$ cat src/stbs_pkg.sv
package stbs_pkg;

    localparam int unsigned DEF_TABLE_DEPTH = 256;
    localparam int unsigned CFG_W   = 9;
    localparam int unsigned INDEX_W = 8;
    localparam int unsigned VALUE_W = 32;
    localparam int unsigned POS_W   = 8;
    localparam int unsigned S_DATA_W = 72;
    localparam int unsigned M_DATA_W = 8;

    localparam logic OP_WRITE  = 1'b0;
    localparam logic OP_SEARCH = 1'b1;

    typedef logic [2:0] step_t;

    localparam step_t ST_IDLE  = 3'd0;
    localparam step_t ST_PROBE = 3'd1;
    localparam step_t ST_CMP   = 3'd2;
    localparam step_t ST_HIT   = 3'd3;
    localparam step_t ST_MISS  = 3'd4;

    typedef enum logic [1:0] {
        C_SEARCH = 2'd0,
        C_EMPTY  = 2'd1,
        C_EQ     = 2'd2,
        C_BUSY   = 2'd3
    } cond_sel_t;

    // datapath controls of one microcode word
    typedef struct packed {
        logic in_ready;
        logic rd;
        logic cmp;
        logic emit;
        logic hit;
    } ctrl_t;

    // condition flags back from the datapath
    typedef struct packed {
        logic search;
        logic empty;
        logic eq;
        logic busy;
    } cond_t;

    typedef struct packed {
        ctrl_t     ops;
        cond_sel_t cond;
        step_t     jmp;
        step_t     nxt;
    } uword_t;

    function automatic uword_t ucode(input step_t step);
        uword_t w;
        w = '{ops: '0, cond: C_BUSY, jmp: ST_IDLE, nxt: ST_IDLE};
        unique case (step)
            ST_IDLE: begin
                w.ops.in_ready = 1'b1;
                w.cond = C_SEARCH;
                w.jmp  = ST_PROBE;
                w.nxt  = ST_IDLE;
            end
            ST_PROBE: begin
                w.ops.rd = 1'b1;
                w.cond = C_EMPTY;
                w.jmp  = ST_MISS;
                w.nxt  = ST_CMP;
            end
            ST_CMP: begin
                w.ops.cmp = 1'b1;
                w.cond = C_EQ;
                w.jmp  = ST_HIT;
                w.nxt  = ST_PROBE;
            end
            ST_HIT: begin
                w.ops.emit = 1'b1;
                w.ops.hit  = 1'b1;
                w.cond = C_BUSY;
                w.jmp  = ST_HIT;
                w.nxt  = ST_IDLE;
            end
            ST_MISS: begin
                w.ops.emit = 1'b1;
                w.cond = C_BUSY;
                w.jmp  = ST_MISS;
                w.nxt  = ST_IDLE;
            end
            default: begin
                w.nxt = ST_IDLE;
            end
        endcase
        return w;
    endfunction

endpackage

$ cat src/stbs_seq.sv
module stbs_seq (
    input  logic            aclk,
    input  logic            aresetn,
    input  stbs_pkg::cond_t cond,
    output stbs_pkg::ctrl_t ctrl
);
    import stbs_pkg::*;

    step_t  step_reg;
    step_t  step_next;
    uword_t word;
    logic   take;

    assign word = ucode(step_reg);
    assign ctrl = word.ops;

    always_comb begin
        unique case (word.cond)
            C_SEARCH: take = cond.search;
            C_EMPTY:  take = cond.empty;
            C_EQ:     take = cond.eq;
            C_BUSY:   take = cond.busy;
        endcase
        step_next = take ? word.jmp : word.nxt;
    end

    always_ff @(posedge aclk) begin
        if (!aresetn) begin
            step_reg <= ST_IDLE;
        end else begin
            step_reg <= step_next;
        end
    end

endmodule
$ cat config.mk
export PLATFORM = sky130hd
export DESIGN_NAME = stbs_seq
export DESIGN_NICKNAME = d
export VERILOG_FILES = /design/src/stbs_pkg.sv /design/src/stbs_seq.sv
export SDC_FILE = /design/constraint.sdc
export NUM_CORES = 1
export LEC_CHECK = 0
export ABC_AREA = 1
export ABC_CLOCK_PERIOD_IN_PS = 1000
export BUFFER_PORTS_ARGS = -buffer_cell sky130_fd_sc_hd__buf_2
export CAP_MARGIN = 20
export CORE_AREA = 4 4 41 43
export CTS_BUF_LIST = sky130_fd_sc_hd__clkbuf_2 sky130_fd_sc_hd__clkbuf_4 sky130_fd_sc_hd__clkbuf_8
export CTS_CLUSTER_DIAMETER = 80
export DETAILED_ROUTE_END_ITERATION = 12
export DIE_AREA = 0 0 45 47
export GPL_TIMING_DRIVEN = 0
export PLACE_DENSITY_LB_ADDON = 0.2
export SKIP_LAST_GASP = 1
export SLEW_MARGIN = 10
export SYNTH_ARGS = -nofsm -noshare
export SYNTH_HDL_FRONTEND = slang
export SYNTH_SLANG_ARGS = --single-unit
$ cat constraint.sdc
create_clock -name aclk -period 1 [get_ports aclk]
set_input_delay 0 -clock aclk [delete_from_list [all_inputs] [get_ports aclk]]
set_output_delay 0 -clock aclk [all_outputs]
set_load 0.05 [all_outputs]
==> summary.txt <==
Run status
  – Run status: finished, violations left
  – Failing checks: setup timing

Timing
  – Fin crit share: 1.11
  – Worst Tran Pin Value: 0.177 ns
  – Slew Viols, Final: 0
  – Max Clk Rate: 898 MHz
  – Final setup fails: 8
  – Worst hold slack: 0.0126 ns
  – Worst Skew: 0.00367 ns
  – Hold Vio Cnt, Final: 0
  – Setup TNS: -0.547 ns
  – Fin crit period: 1.11 ns
  – RSZ-0062 raised after global routing: yes
  – Worst slew margin: 0.882
  – Final worst slack: -0.113 ns

Pwr
  – Clock Power Share: 0.120
  – Leakage: 0.000241 µW
  – Reg power frac: 0.137
  – Switching power share of the total: 0.471
  – Sw Pwr: 957 µW
  – Power per standard cell area: 4220 nW/µm²
  – Comb power frac: 0.743
  – Pint: 1070 µW
  – Worst vdd ir: 1.49 mV

Yosys
  – Syn_nets: 46
  – Commonest cells in the netlist: nand2_1, nor2_1, buf_4
  – Synth warn: 0
  – Synth cell types: 16
  – Async SR Flop Fraction: 0
  – Sequential cell area fraction in the yosys report: 0.245
  – Syn avg cell area: 6.13 µm²
  – Largest cells by area after synthesis: dfxtp_1, buf_4, nand2_1, nor2_1, inv_1
  – Area of the mapped netlist: 245 µm²
  – Ys flop type: dfxtp_1
  – Top-area cell type share of the netlist area: 0.245
  – Syn Inst Count: 40
  – Biggest area consumer among synthesized cells: dfxtp_1
  – Post-synth EDFFs: 0
  – Seq cells post-synth: 3

Global route
  – Grt total ovfl: 0
  – Vias in the first global route: 303
  – First-pass GRT wire length: 1130 µm
  – Overall Global Routing Usage: 0.0773
  – Largest net degree at the start of global routing: 8
  – Initial antenna violation count: 0

Routing
  – Routed len/inst: 8.90 µm
  – Drt drc: 0
  – DRT antenna net count: 0
  – Routed wire length: 650 µm
  – DRT Pass-1 Iters: 2
  – Routed vias: 304
  – Via-per-instance ratio: 4.16
  – Initial DRC Count: 1

Critical path
  – Critical path class: reg2out
  – RR Startpoint: step_reg[0]$_SDFF_PN0_
  – CP Capture Type: output port
  – Worst EP arrival: 1.11 ns
  – R2R depth: 9
  – Crit path required time: 1.00 ns
  – Crit. Startpoint: step_reg[0]$_SDFF_PN0_
  – FF-to-FF End: step_reg[1]$_SDFF_PN0_
  – CP Launch Type: flop
  – FF-to-FF setup slack: -0.08 ns
  – Max FO, Critical Path: 4

Worst hold path
  – Worst Hold Launch: aresetn
  – Hold Path End: step_reg[1]$_SDFF_PN0_
  – Hold Crit Class: in2reg
  – Worst hold path depth: 3

Cells and area
  – Fin cells: 73
  – Largest register FFs: 3
  – Area delta synth->final: 95.9%
  – Fin util: 0.369
  – N_diodes: 0
  – Final #Nets: 65
  – Share of cells above drive strength 1: 0.672

Floorplan
  – Core box area: 1300 µm²
  – I/O pin cnt: 11
  – Die width: 45 µm
  – Starting Density: 0.188
  – # rows: 13
  – Die H: 47 µm
  – DIE AREA: 2120 µm²

Job
  – Max Cap Violations: 0

CTS
  – CTS buffer count: 3
  – CTS Hold Bufs: 0
  – CTS max path bufs: 2
  – H-tree depth: 1
  – Clock sinks: 3
  – CTS tree: yes
  – Clock insertion delay at the later pin of the skew report: 0.24 ns
  – Root buf cell: clkbuf_4
  – Worst-path clk slew: 0.04 ns

Placement
  – DP Worst Slack: -0.0776 ns
  – Post-DP HPWL: 475 µm
  – Buffers on Ports: 10
  – Gpl congestion: 0.675
  – Post-Place Cells: 65
critical path, cell delays in order, from the launching register on:
cell	delay, ns
dfxtp_4	0.35
nor2_4	0.11
inv_2	0.06
nor2_2	0.09
buf_4	0.12
buf_8	0.13
layer usage:
metal | global-route usage | routed length (µm) | part of all wire
met1 | 0.0679 | 225 | 0.35
met4 | 0.0702 | 15 | 0.023
met5 | 0 | 0 | 0
met2 | 0.147 | 367 | 0.56
met3 | 0.0153 | 41 | 0.063
stage by stage:
| step | instance area [µm²] | power [µW] |
|---|---|---|
| global route | 480 | 2170 |
| floorplan | 245 | 1050 |
| CTS | 468 | 1990 |
| finish | 480 | 2030 |
| detailed placement | 314 | 1220 |
| global placement | 314 | 1210 |
power by group through the flow:
stage	registers (µW)	logic, µW	clock network, µW
2_1_floorplan	219	831	0
6_report	278	1510	244
5_1_grt	289	1630	258
3_5_place_dp	232	986	0
4_1_cts	275	1460	254
3_3_place_gp	233	980	0
worst max path at each step:
stage               depth (start not counted)                      to  slack (ns)
floorplan                                   8  step_reg[1]$_SDFF_PN0_        0.02
global placement                            7  step_reg[1]$_SDFF_PN0_       -0.08
detailed placement                          7  step_reg[1]$_SDFF_PN0_       -0.08
CTS                                         5                 ctrl[2]       -0.12
global route                                5                 ctrl[2]       -0.18
finish                                      5                 ctrl[2]       -0.11
timing repair:
action,in CTS,in global routing
buffers inserted,4,0
pin swaps,2,3
setup endpoints to repair,8,8
hold endpoints to repair,0,0
resized for setup,30,4
layout make-up:
| type | count | area (µm²) |
|---|---|---|
| Buffer | 5 | 41.3 |
| Sequential cell | 3 | 71.3 |
| Inverter | 6 | 25.0 |
| Tap cell | 15 | 18.8 |
| Clock buffer | 4 | 30.0 |
| Multi-Input combinational cell | 26 | 164 |
| Fill cell | 153 | 821 |
| Timing Repair Buffer | 14 | 130 |
cells in the final DEF (no fill, tap or decap), drive strengths merged:
cell    synthesis  layout
buf             5      19
nor2            9       9
nand2           8       8
inv             6       6
clkbuf          0       4
nand3           3       3
dfxtp           3       3
o21ai           2       2
nor3            1       1
nand4           1       1
a21oi           1       1
o21bai          1       1
logic make-up after synthesis:
kind of cell / Yosys count / share of synthesized area
buf+inv: 11 / 0.245
flops: 3 / 0.245
simple gates: 22 / 0.418
compound gates: 4 / 0.0918
(Power assumes the default switching activity.)
